File: src/sv/rbs_pkg.sv
// Shared types and constants for the ray versus box slab test.
// Used by every module of the block but rbs_div_pipe; no dependencies.
`default_nettype none
package rbs_pkg;

   localparam int COORD_WIDTH_DEF = 32;
   localparam int FRAC_BITS_DEF   = 16;
   localparam int QUOT_WIDTH      = 48;
   localparam int NUM_AXES        = 3;
   localparam int CSR_IDX_WIDTH   = 3;

   localparam logic signed [QUOT_WIDTH-1:0] QUOT_MAX = {1'b0, {(QUOT_WIDTH-1){1'b1}}};
   localparam logic signed [QUOT_WIDTH-1:0] QUOT_MIN = {1'b1, {(QUOT_WIDTH-1){1'b0}}};

   typedef enum logic [CSR_IDX_WIDTH-1:0] {
      CSR_MIN_X = 3'd0,
      CSR_MIN_Y = 3'd1,
      CSR_MIN_Z = 3'd2,
      CSR_MAX_X = 3'd3,
      CSR_MAX_Y = 3'd4,
      CSR_MAX_Z = 3'd5
   } csr_index_type;

   // Entry/exit distances of one axis and whether that axis can pass at all.
   typedef struct packed {
      logic signed [QUOT_WIDTH-1:0] t_near;
      logic signed [QUOT_WIDTH-1:0] t_far;
      logic                         pass;
   } axis_span_type;

endpackage
`default_nettype wire

File: src/sv/rbs_axis_sat.sv
// Per-axis saturation, sign restore and entry/exit ordering, two stages.
// Depends on rbs_pkg for the quotient width and the span struct.
`default_nettype none
module rbs_axis_sat
   import rbs_pkg::*;
#(
   parameter int NUM_WIDTH = 49
) (
   input  wire logic                 clock,
   input  wire logic                 reset,
   input  wire logic                 in_valid,
   input  wire logic [NUM_WIDTH-1:0] quo_lo,
   input  wire logic [NUM_WIDTH-1:0] quo_hi,
   input  wire logic                 neg_lo,
   input  wire logic                 neg_hi,
   input  wire logic                 par,
   input  wire logic                 axis_ok,
   output logic                      out_valid,
   output axis_span_type             out_span
);

   localparam int MW = (NUM_WIDTH > QUOT_WIDTH) ? NUM_WIDTH : QUOT_WIDTH;

   logic                         sat_valid_ff;
   logic signed [QUOT_WIDTH-1:0] t1_ff, t1_in;
   logic signed [QUOT_WIDTH-1:0] t2_ff, t2_in;
   logic                         par_ff;
   logic                         ok_ff;
   logic                         span_valid_ff;
   axis_span_type                span_ff, span_in;

   logic [MW-1:0] lim_lo, lim_hi, q_lo, q_hi, cl_lo, cl_hi;

   always_comb begin
      lim_lo = MW'(QUOT_MAX) + MW'(neg_lo);
      lim_hi = MW'(QUOT_MAX) + MW'(neg_hi);
      q_lo   = MW'(quo_lo);
      q_hi   = MW'(quo_hi);
      cl_lo  = (q_lo > lim_lo) ? lim_lo : q_lo;
      cl_hi  = (q_hi > lim_hi) ? lim_hi : q_hi;
      t1_in  = neg_lo ? -cl_lo[QUOT_WIDTH-1:0] : cl_lo[QUOT_WIDTH-1:0];
      t2_in  = neg_hi ? -cl_hi[QUOT_WIDTH-1:0] : cl_hi[QUOT_WIDTH-1:0];
   end

   always_comb begin
      span_in.pass = ok_ff;
      if (par_ff) begin
         // parallel axis puts no limit on the distances
         span_in.t_near = QUOT_MIN;
         span_in.t_far  = QUOT_MAX;
      end else if (t1_ff < t2_ff) begin
         span_in.t_near = t1_ff;
         span_in.t_far  = t2_ff;
      end else begin
         span_in.t_near = t2_ff;
         span_in.t_far  = t1_ff;
      end
   end

   always_ff @(posedge clock) begin
      if (reset) begin
         sat_valid_ff  <= 1'b0;
         span_valid_ff <= 1'b0;
      end else begin
         sat_valid_ff  <= in_valid;
         span_valid_ff <= sat_valid_ff;
      end
      t1_ff   <= t1_in;
      t2_ff   <= t2_in;
      par_ff  <= par;
      ok_ff   <= axis_ok;
      span_ff <= span_in;
   end

   assign out_valid = span_valid_ff;
   assign out_span  = span_ff;

endmodule
`default_nettype wire

File: config.mk
export PLATFORM = sky130hd
export DESIGN_NAME = rbs_axis_sat
export DESIGN_NICKNAME = d
export VERILOG_FILES = /design/src/sv/rbs_pkg.sv /design/src/sv/rbs_axis_sat.sv
export SDC_FILE = /design/constraint.sdc
export NUM_CORES = 1
export LEC_CHECK = 0
export ABC_AREA = 0
export BUFFER_PORTS_ARGS = -buffer_cell sky130_fd_sc_hd__buf_2
export CORE_ASPECT_RATIO = 2
export CORE_MARGIN = 2
export CORE_UTILIZATION = 29
export CTS_CLUSTER_SIZE = 12
export DETAILED_ROUTE_END_ITERATION = 16
export PLACE_DENSITY_LB_ADDON = 0.25
export SLEW_MARGIN = 30
export SYNTH_ARGS = -nofsm -noshare
export SYNTH_HDL_FRONTEND = slang
export SYNTH_SLANG_ARGS = --single-unit
File: constraint.sdc
create_clock -name clock -period 5 [get_ports clock]
set_input_delay 0 -clock clock [delete_from_list [all_inputs] [get_ports clock]]
set_output_delay 0 -clock clock [all_outputs]
set_load 0.05 [all_outputs]
# [After elaboration in Yosys (flattened, before gate mapping)]
# Index checks and enable logic that the tools add are counted.
[op_classes] n_addsub=4 n_lt_le_gt_ge=3 muxes=5
[ops] operator="48-bit two-way mux" n=4
[ops] operator="49-bit by 48-bit > comparator with 1-bit output" n=2
[ops] operator="47-bit by 1-bit adder with 48-bit output, first input constant" n=2
[ops] operator="96-bit two-way mux" n=1
[ops] operator="48-bit negator" n=2
[ops] operator="48-bit < comparator" n=1
[totals] register_bits=197 input_bits=105 output_inout_bits=98 word_cells=21

# [Logic depth before layout (Yosys ltp)]
# Gate-level depths: netlist of the first run.
[depth] depth_word=5 depth_mapped=21 ltp_nobuf=16

# [Worst setup path after synthesis of the first run]
# OpenSTA, ideal clock, no wires.
[synth_timing] kind="input-to-reg" start="input neg_hi" end="register t2_ff[14]" setup_time_ns=0.132 t_arrival_ns=4.167 slack_ns=0.701 stages=21 path_buffers=8 path_cell_list="clkbuf_1 -> inv_1 -> clkbuf_1 -> clkbuf_1 -> ha_1 -> nand4b_1 -> nor4_1 -> a21oi_1 -> o21a_1 -> nor2b_1 -> a211oi_2 -> clkbuf_1 -> buf_1 -> mux2i_1 -> ha_1 -> and2_1 -> clkbuf_1 -> and2_1 -> clkbuf_1 -> clkbuf_1 -> nor3_1"
[synth_between] elab_chain_cells=5
[synth_rtl] element="from (decl)" line="rbs_axis_sat.sv:15" source="input wire logic neg_hi,"
[synth_rtl] element="47-bit by 1-bit adder with 48-bit output" line="rbs_axis_sat.sv:36" source="lim_hi = MW'(QUOT_MAX) + MW'(neg_hi);"
[synth_rtl] element="49-bit by 48-bit > comparator with 1-bit output" line="rbs_axis_sat.sv:40" source="cl_hi = (q_hi > lim_hi) ? lim_hi : q_hi;"
[synth_rtl] element="48-bit two-way mux" line="rbs_axis_sat.sv:40"
[synth_rtl] element="48-bit negator" line="rbs_axis_sat.sv:42" source="t2_in = neg_hi ? -cl_hi[QUOT_WIDTH-1:0] : cl_hi[QUOT_WIDTH-1:0];"
[synth_rtl] element="48-bit two-way mux *" line="rbs_axis_sat.sv:42"
[synth_rtl] element="via t2_in[14]" line="rbs_axis_sat.sv:26" source="logic signed [QUOT_WIDTH-1:0] t2_ff, t2_in;"
[synth_rtl] element="to (signal assigned)" line="rbs_axis_sat.sv:69" source="t2_ff <= t2_in;"
[synth_rtl] element="to (decl)" line="rbs_axis_sat.sv:26"
# The timed path passes the listed nets; every way through them passes the cells marked *.
# A chain may end at the register's enable or synchronous reset.

# [Final worst setup path of the first run]
[layout_timing] start="input quo_hi[14]" end="register t2_ff[28]"
[layout_between] elab_chain_cells=4
[layout_rtl] element="from (decl)" line="rbs_axis_sat.sv:13" source="input wire logic [NUM_WIDTH-1:0] quo_hi,"
[layout_rtl] element="49-bit by 48-bit > comparator with 1-bit output" line="rbs_axis_sat.sv:40"
[layout_rtl] element="48-bit two-way mux *" line="rbs_axis_sat.sv:40"
[layout_rtl] element="48-bit negator" line="rbs_axis_sat.sv:42"
[layout_rtl] element="48-bit two-way mux *" line="rbs_axis_sat.sv:42"
[layout_rtl] element="via t2_in[28]" line="rbs_axis_sat.sv:26"
# Marks and branches as above.

==> results.md, run 1 <==
- GRT overflow: 0
- CP required: between 5000 and 6000 ps
- Max Freq: 234.7 MHz
- Syn. warnings: 0
- #FFs+latches synth: about 200
- Top-count cell post-synth: nand2_1
- PnR worst setup slack: 738.9 ps
- Reg-to-Reg End: out_span[1]$_SDFF_PP1_
- Pwr/cell area: 343.4 nW/um^2
- Status: finished with violations
- Final Critical Period: 4261 ps
- Vias per cell: between 5 and 6
- Crit path from: quo_hi[14]
- Fill cells: 5136
- Worst Hold Class: input port to flop
- CTS root buffer: clkbuf_16
- Met2 Usage GRT: 34.75%
- Startpoint Class: input port
- Wire length of the first global-routing pass: between 80 and 90 mm
- CTS H-tree depth: 4
- Sequential share of the synthesized area: 28.04%
- Slew Limit Fails: 0
- Core area: 48070 um^2
- Mapped Area: roughly 14000 um^2
- Mean post-synth cell area: 7.545 um^2
- Remaining DRCs: 0
- FF-to-FF path depth: 10
- Yosys top cell area share: 28.04%
- RSZ-0062 raised after global routing: no
- I/O pin cnt: 203
- Synth area leaders: dfxtp_1, ha_1, nand2_1, o21ai_0, a21oi_1
- Max Cap Viol: 0
- Layout area overhead: 21.27%
- Drt total wl: ~52 mm
- Port Buffers: 202
- Most frequent cells after synthesis: nand2_1, dfxtp_1, o21ai_0
- Net count, final: 2297
- Worst slew pin tran: 923.5 ps
- Ys flop type: dfxtp_1
- Crit. End Element: flop
- Synth async-reset ratio: 0%
- Setup slack, reg-to-reg: roughly 1300 ps
- WL/cell: around 19 um
- Largest net degree at the start of global routing: 88
- Place WS: 376.5 ps
- Syn Nets: 2114
- Worst-case clock buffer depth: 2
- Synth Instances: 1864
- Setup TNS: 0 ps
- Layout cells sized above 1: between 15 and 20%
- Met3 Track Usage GR: under 10%
- CTS tree: yes
- Clk_lat worst skew: approximately 450 ps
- Met1 Resource Use GR: 26.16%
- Maximum VDD drop: approximately 0.25 mV
- Number of enable flip-flop cells after synthesis: 0
- CP Data Arrival Time: 4570 ps
- Fin Hold WS: -3.441 ps
- Slew headroom: 38.21%
- Final ANT Viol Nets: 0
- Final Wtd Congestion: ~0.82
- GRT Total Usage: 20.20%
- Type of the worst setup path: input port to flop
- Clock-pin slew on the worst setup and hold paths: 70 ps
- Tcrit/Tclk final: 85.22%
- Leak pwr: 7.127 nW
- Dpl hpwl: around 38 mm
- Yosys top cell by area: dfxtp_1
- Final hold violations: 1
- 1st-pass router iterations: 5
- Starting Density: 29.26%
- CTS Sinks: 197
- FF-to-FF Start: t2_ff[36]$_DFF_P_
- Die height: 315.4 um
- Cell variety after synth: 73
- Vias in the first global route: 13990
- Clock skew: 7.318 ps
- Failing checks: hold timing
- Cell Rows: about 110
- Die area: 50380 um^2
- Final Setup Violations: 0
- CTS buffer count: 17
- Initial antenna violation count: 0
- Worst Setup EP: t2_ff[28]$_DFF_P_
- Crit Path Max Fanout: 17
- Global routing's busiest layer: met2
- Die width: 159.7 um
- Detailed-route via count: 14910
- Initial DRC count: 1234
-- registers in the layout, summed over array words and instances (netlist names) --
name and cells:
t2_ff 48, out_span 97, t1_ff 48, out_valid 1
sat_valid_ff 1, ok_ff 1, par_ff 1
-- power breakdown --
group | internal [mW] | switching (mW) | leakage (nW)
registers | 1.84 | 0.207 | 1.65
logic | 0.696 | 1.71 | 5.18
clock network | 0.768 | 0.638 | 0.301
-- stage by stage --
| stage | util [%] | power [mW] | std cells | cell area (um^2) | hold WS (ps) |
|---|---|---|---|---|---|
| global placement | 32.58 | 4.400 | 2588 | 15660 | 111.2 |
| floorplan | - | 3.652 | 1864 | 14060 | 27.72 |
| finish | 35.48 | 5.858 | 2699 | 17060 | -3.441 |
| detailed placement | 32.60 | 4.408 | 2588 | 15670 | 110.0 |
| global route | 35.48 | 6.186 | 2698 | 17050 | 15.40 |
| CTS | 35.48 | 5.884 | 2698 | 17050 | 0.8644 |
-- timing repair --
action,CTS,global route
hold endpoints to repair,78,0
buffers inserted,0,0
gates resized for setup,0,0
hold buffers,78,0
-- worst max-delay path, stage by stage --
cell and delay, ps:
dlygate4sd3_1 530, buf_2 200, ha_1 330, a21o_1 180, a21o_1 160, a21oi_1 140
o21ai_0 110, a2111oi_0 750, a211oi_4 170, mux2i_1 180, ha_1 530, and2_1 610
and2_1 540, nor3_1 130
-- layout by cell type (no fill, tap or decap), drive strengths merged, types with 5 or more instances in the layout --
cell type    count
nand2          245
buf            238
dfxtp          197
o21ai          174
a21oi          152
ha             145
nor3           102
nor2            89
nor4            81
dlygate4sd3     78
inv             70
nand3           68
o211ai          54
o311ai          52
o2111ai         50
mux2i           27
nand4           23
or3             23
clkbuf          22
or2             17
a211oi          14
a21o            11
nand2b          10
xor2            10
and4             9
a311oi           8
xnor2            8
o21a             8
nor2b            7
or4              6
a2111oi          5
o211a            5
-- area by class of cell --
| cell class | instances | area (um^2) | area share (%) |
|---|---|---|---|
| Multi-Input combinational cell | 1450 | 9387 | 55.03 |
| Tap cell | 638 | 798.3 | 4.680 |
| Sequential cell | 197 | 3944 | 23.12 |
| Timing Repair Buffer | 316 | 2074 | 12.16 |
| Antenna cell | 1 | 2.502 | 0.01467 |
| Clock inverter | 10 | 107.6 | 0.6309 |
| Inverter | 65 | 249.0 | 1.460 |
| Clock buffer | 22 | 494.2 | 2.898 |
-- logic make-up (layout without fill, tap and decap cells) --
family / after synthesis / in the layout / share of synthesized area [%]
AOI/OAI and AO/OA: 566 / 566 / 25.80
xor gates and xnor gates: 18 / 18 / 1.121
adders and majority gates: 145 / 145 / 12.90
buffers and inverters: 217 / 413 / 5.854
DFF: 197 / 197 / 28.04
muxes: 28 / 28 / 2.002
other: 0 / 1 / 0
and+or+nand+nor: 693 / 693 / 24.29
-- per-layer routing --
| layer | wire (um) | up-vias | part of all wire [%] |
|---|---|---|---|
| li1 | - | 7368 | - |
| met2 | 25140 | 497 | 48 |
| met1 | 23100 | 6972 | 44 |
| met4 | 1788 | 0 | 3.4 |
| met5 | 0 | - | 0 |
| met3 | 2305 | 72 | 4.4 |
-- worst min-delay path by stage --
stage          startpoint                end  depth (start not counted)
2_1_floorplan     axis_ok      ok_ff$_DFF_P_                          0
3_3_place_gp      axis_ok      ok_ff$_DFF_P_                          1
3_5_place_dp      axis_ok      ok_ff$_DFF_P_                          1
4_1_cts        quo_lo[20]  t1_ff[20]$_DFF_P_                          3
5_1_grt        quo_hi[35]  t2_ff[35]$_DFF_P_                          3
6_report       quo_hi[35]  t2_ff[35]$_DFF_P_                          3
(Power assumes the default switching activity.)
==> run 2, diff against run 1 <==
REMOVE_ABC_BUFFERS = 1   (was unset)
==> results.md, run 2 (synthesis gave the netlist of run 1 again) <==
- CTS buffer count: 17 (unchanged)
- Resize count post-CTS: 0 (unchanged)
- Core area: 48070 um^2 (unchanged)
- Starting Density: 29.26% (unchanged)
- Vias per cell: 5.528 (about the same)
- WL/cell: 19.14 um (-1.3%)
- HP Start: quo_lo[21]
- Diodes inserted: 0 (-1)
- Vias in the first global route: 13780 (-1.5%)
- CTS H-tree depth: 4 (unchanged)
- CP required: 5300 ps (about the same)
- Commonest non-fill, non-tap cell in the layout: nand2_1
- Slew Limit Fails: 0 (unchanged)
- Leak pwr: 7.170 nW (+0.61%)
- Port Buffers: 202 (unchanged)
- Die height: 315.4 um (unchanged)
- Die width: 159.7 um (unchanged)
- Largest register FFs: 97 (unchanged)
- Drt total wl: 51.79 mm (-1.0%)
- CTS Hold Bufs: 88 (+13%)
- Most frequent cells in the layout: nand2_1, buf_2, dfxtp_1
- 1st-pass router iterations: 5 (unchanged)
- Detailed-route via count: 14960 (+0.33%)
- Total power: 5.846 mW (-0.21%)
- Final ANT Viol Nets: 0 (unchanged)
- CTS tree: yes
- Final Setup Violations: 0 (unchanged)
- Pwr/cell area: 340.5 nW/um^2 (-0.86%)
- CTS root buffer: clkbuf_16
- Slew headroom: 40.27% (+2.1 points)
- Worst slew pin tran: 889.1 ps (-34.33 ps)
- RSZ-0062 raised after global routing: no
- I/O pin cnt: 203 (unchanged)
- Type of the worst setup path: input port to flop
- Initial DRC count: 1440 (+17%)
- Worst Hold Class: input port to flop
- Initial antenna violation count: 0 (unchanged)
- Net count, final: 2306 (+0.39%)
- Dpl hpwl: 36.62 mm (-2.9%)
- CP peak stage delay: 630 ps (-120 ps)
- Post-Layout Inst Area: 17170 um^2 (+0.66%)
- Tcrit/Tclk final: 79.09% (-6.1 points)
- Clk_lat worst skew: 460 ps (about the same)
- Wire length of the first global-routing pass: 80.26 mm (-0.96%)
- Max Freq: 252.9 MHz (+7.7%)
- Maximum VDD drop: 0.2470 mV (+0.12%)
- GRT Total Usage: 20.01% (-0.20 points)
- Setup bufs post-CTS: 0 (unchanged)
- Max Cap Viol: 0 (unchanged)
- Critical-path cell with the highest stage delay: nor2_1
- Layout cells sized above 1: 14.85% (-0.20 points)
- Crit Path Max Fanout: 23 (+6)
- Status: finished clean
- GRT overflow: 0 (unchanged)
- Clock skew: 17.00 ps (+9.682 ps)
- Cell Rows: 114 (unchanged)
- Layout area overhead: 22.07%
- CTS Sinks: 197 (unchanged)
- Clock-pin slew on the worst setup and hold paths: 70 ps (about the same)
- Remaining DRCs: 0 (unchanged)
- Die area: 50380 um^2 (unchanged)
- Worst-path cell chain: dlygate4sd3_1 -> buf_2 -> ha_1 -> a21oi_1 -> o21ai_0 -> a2111oi_0 -> o21ai_0 -> or3_1 -> o21ai_1 -> nor2_1 -> a21oi_1 -> ha_1 -> buf_4 -> nand2_1 -> buf_4 -> nor2_1 -> nor4_1
- Placement Cell Area: 15690 um^2 (+0.12%)
- CP Data Arrival Time: 4260 ps (-310 ps)
- Worst-case clock buffer depth: 2 (unchanged)
- Fill cells: 5153 (+0.33%)
- Crit path from: quo_lo[44]
- Startpoint Class: input port
- Final Wtd Congestion: 0.8448 (+2.9%)
- FF-to-FF Start: t1_ff[47]$_DFF_P_
- Final hold violations: 0 (-1)
- Final Critical Period: 3955 ps (-306.4 ps)
- Fin Hold WS: 9.832 ps (+13.27 ps)
- Largest net degree at the start of global routing: 146 (+66%)
- Crit. End Element: flop
==> run 2: per-stage QoR <==
stage	setup TNS (ps)	setup slack [ps]	cells	util (%)
after global routing	0	534.1	2706	35.72
after floorplan	-427210	-4767	1712	-
after detailed placement	0	618.4	2586	32.64
final	0	1045	2706	35.72
after CTS	0	1028	2705	35.69
after global placement	0	653.6	2586	32.63
==> run 2: path summary, 6_finish.rpt <==
check	to	slack (ps)	depth (start not counted)
max	t1_ff[14]$_DFF_P_	1050	17
min	t1_ff[21]$_DFF_P_	10	3
max reg2reg	out_span[72]$_SDFF_PP0_	1410	10
min reg2reg	out_span[0]$_DFF_P_	330	0
==> run 2: layout make-up <==
cell class              count  area, um^2  area share [%]
well taps                 638       798.3           4.649
clock inverters            10       122.6          0.7142
flip-flops and latches    197        3944           22.97
multi-input cells        1450        9387           54.67
clock buffers              21       460.4           2.682
repair buffers            325        2212           12.88
inverters                  65       245.2           1.428
==> run 2: layer usage <==
metal  vias up  GRT usage, %  wire length, um
met1      6952         26.60            22850
met4         0         6.921             1631
li1       7370             -                -
met5         -             0                0
met2       570         33.32            24450
met3        66         2.611             2854
==> run 2: critical path, delay by kind of cell <==
family	cells	cell delay (ps)
adder cells (fa/ha/maj)	2	560
buffers and inverters	4	1170
AO/OA/AOI/OAI	6	1140
AND/OR/NAND/NOR	5	1370
==> run 2: where the power goes <==
part / switching [mW] / internal [mW] / leakage, nW
sequential: 0.208 / 1.84 / 1.65
combinational: 1.70 / 0.711 / 5.23
clock: 0.617 / 0.767 / 0.287
==> run 3, diff against run 2 <==
clock period = 3.86 ns   (was 5 ns; I/O delays follow)
==> results.md, run 3 (synthesis gave the netlist of run 1 again) <==
- WP depth: 18 (+1)
- Cell Rows: 114 (unchanged)
- Vias in the first global route: 13920 (+0.96%)
- CTS H-tree depth: 4 (unchanged)
- Layout cells sized above 1: 16.35% (+1.5 points)
- 1st-pass router iterations: 5 (unchanged)
- Die height: 315.4 um (unchanged)
- I/O pin cnt: 203 (unchanged)
- Drt total wl: 51.84 mm (about the same)
- Finished Layout Cells: 2736 (+1.1%)
- Wire length of the first global-routing pass: 80.26 mm (unchanged)
- Placed Cells: 2620 (+1.3%)
- Port Buffers: 202 (unchanged)
- Remaining DRCs: 0 (unchanged)
- Fill cells: 5083 (-1.4%)
- Final ANT Viol Nets: 0 (unchanged)
- Total power: 7.580 mW (+30%)
- Pwr/cell area: 436.0 nW/um^2 (+28%)
- Most frequent cells in the layout: nand2_1, buf_2, dfxtp_1
- Maximum VDD drop: 0.3652 mV (+48%)
- RSZ-0062 raised after global routing: yes
- Starting Density: 29.26% (unchanged)
- Clock-pin slew on the worst setup and hold paths: 70 ps (about the same)
- WL/cell: 18.95 um (-1.0%)
- GRT Total Usage: 20.09% (+0.079 points)
- Crit. End Element: flop
- Crit Path Max Fanout: 6 (-74%)
- Largest register FFs: 97 (unchanged)
- Max Freq: around 280 MHz
- Final Critical Period: 3599 ps
- CTS buffer count: 17 (unchanged)
- Layout area overhead: 23.61%
- Vias per cell: 5.489 (-0.69%)
- Slew headroom: 37.56% (-2.7 points)
- Final Wtd Congestion: 0.8471 (+0.27%)
- Startpoint Class: input port
- CP required: 4210 ps (-1090 ps)
- Final hold violations: 0 (unchanged)
- Dpl hpwl: 37.31 mm (+1.9%)
- Setup bufs post-CTS: 0 (unchanged)
- CP Data Arrival Time: 3950 ps (-310 ps)
- FF-to-FF path depth: 8 (-2)
- Leak pwr: 7.312 nW (+2.0%)
- Detailed-route via count: 15020 (+0.41%)
- Buf/Inv on CP: 6 (+2)
- Clock skew: 13.60 ps (-3.400 ps)
- Diodes inserted: 0 (unchanged)
- Commonest non-fill, non-tap cell in the layout: nand2_1
- Initial DRC count: 1082 (-25%)
- Core area: 48070 um^2 (unchanged)
- Die area: 50380 um^2 (unchanged)
- Number of stages on the worst hold path: 4 (+1)
- Max Cap Viol: 0 (unchanged)
- Final Setup Violations: 0 (unchanged)
- Most used cell, CP: buf_4
- GRT overflow: 0 (unchanged)
- CTS Sinks: 197 (unchanged)
- Worst-path cell chain: dlygate4sd3_1 -> buf_2 -> ha_1 -> a21oi_1 -> o21ai_0 -> a2111oi_2 -> buf_4 -> o21ai_0 -> or3_1 -> o21ai_1 -> buf_4 -> a21oi_1 -> ha_1 -> inv_1 -> buf_4 -> o211ai_1 -> and4_1 -> nor4_1
- Die width: 159.7 um (unchanged)
- Tcrit/Tclk final: between 90% and 100%
- Worst Hold Class: input port to flop
- Status: finished clean
- CTS tree: yes
- Worst slew pin tran: 936.7 ps (+47.51 ps)
- CTS root buffer: clkbuf_16
- Net count, final: 2336 (+1.3%)
- Finished Core Util: 36.17% (+0.45 points)
- CP peak stage delay: 530 ps (-100 ps)
- Worst-case clock buffer depth: 2 (unchanged)
- Largest net degree at the start of global routing: 146 (unchanged)
- Critical-path cell with the highest stage delay: dlygate4sd3_1
- CP delay by family, top: buffers and inverters
- Initial antenna violation count: 1 (+1)
- Type of the worst setup path: input port to flop
- Slew Limit Fails: 0 (unchanged)
- Setup TNS: 0 ps (unchanged)
- Clk_lat worst skew: 450 ps (about the same)
==> run 3: changes by cell type in the layout (fill, tap and decap cells not counted), sizes merged <==
cell / change
inv: +2
clkbuf: -1
clkinvlp: +1
bufinv: -1
clkinv: -1
buf: +33
dlygate4sd3: -3
==> run 3: what timing repair did <==
action | in CTS | in global routing
gates resized for setup | 0 | 4
endpoints found under the hold margin | 85 | 0
setup endpoints to repair | 0 | 19
hold buffers | 85 | 0
==> run 3: worst paths after layout <==
path | startpoint | endpoint | slack, ps
setup / recovery | quo_lo[42] | t1_ff[28]$_DFF_P_ | 260
hold / removal | quo_hi[22] | t2_ff[22]$_DFF_P_ | 7
setup reg to reg | t1_ff[36]$_DFF_P_ | out_span[23]$_SDFF_PP1_ | 260
hold reg to reg | ok_ff$_DFF_P_ | out_span[0]$_DFF_P_ | 330
==> run 3: report_power, final <==
group / switching (mW) / internal, mW
sequential: 0.258 / 2.39
combinational: 2.21 / 0.944
clock: 0.831 / 0.953
==> run 3: worst reg2reg max path: stages, from the launching register on <==
cell and delay (ps):
dfxtp_1 510, ha_1 320, a2111oi_0 390, o21ai_0 270, a221o_1 380, or3_2 550, buf_4 350, o311ai_0 400
o211ai_1 240
==> run 3: metrics by stage <==
| stage | hold slack (ps) | setup WS [ps] | area, um^2 |
|---|---|---|---|
| after global routing | 14.67 | -16.23 | 17390 |
| after global placement | 106.2 | 126.3 | 15940 |
| after CTS | 2.830 | 199.1 | 17370 |
| final | 7.350 | 261.4 | 17390 |
| after floorplan | 27.72 | -5907 | 13490 |
| after detailed placement | 107.0 | 140.3 | 15940 |
==> run 3: cell type report <==
| class | count | area, um^2 | area share (%) |
|---|---|---|---|
| clock buffers | 20 | 466.7 | 2.684 |
| multi-input cells | 1450 | 9393 | 54.03 |
| flip-flops and latches | 197 | 3944 | 22.68 |
| repair buffers | 355 | 2422 | 13.93 |
| inverters | 65 | 245.2 | 1.411 |
| well taps | 638 | 798.3 | 4.592 |
| clock inverters | 11 | 116.4 | 0.6693 |
==> run 3: routing by layer <==
| layer | share of wire, % | vias up | track usage (%) | routed length [um] |
|---|---|---|---|---|
| met5 | 0.025 | - | 0 | 13 |
| met3 | 5.6 | 74 | 2.427 | 2912 |
| li1 | - | 7454 | - | - |
| met1 | 44 | 6913 | 27.04 | 22930 |
| met4 | 3.7 | 2 | 8.017 | 1936 |
| met2 | 46 | 576 | 32.69 | 24050 |
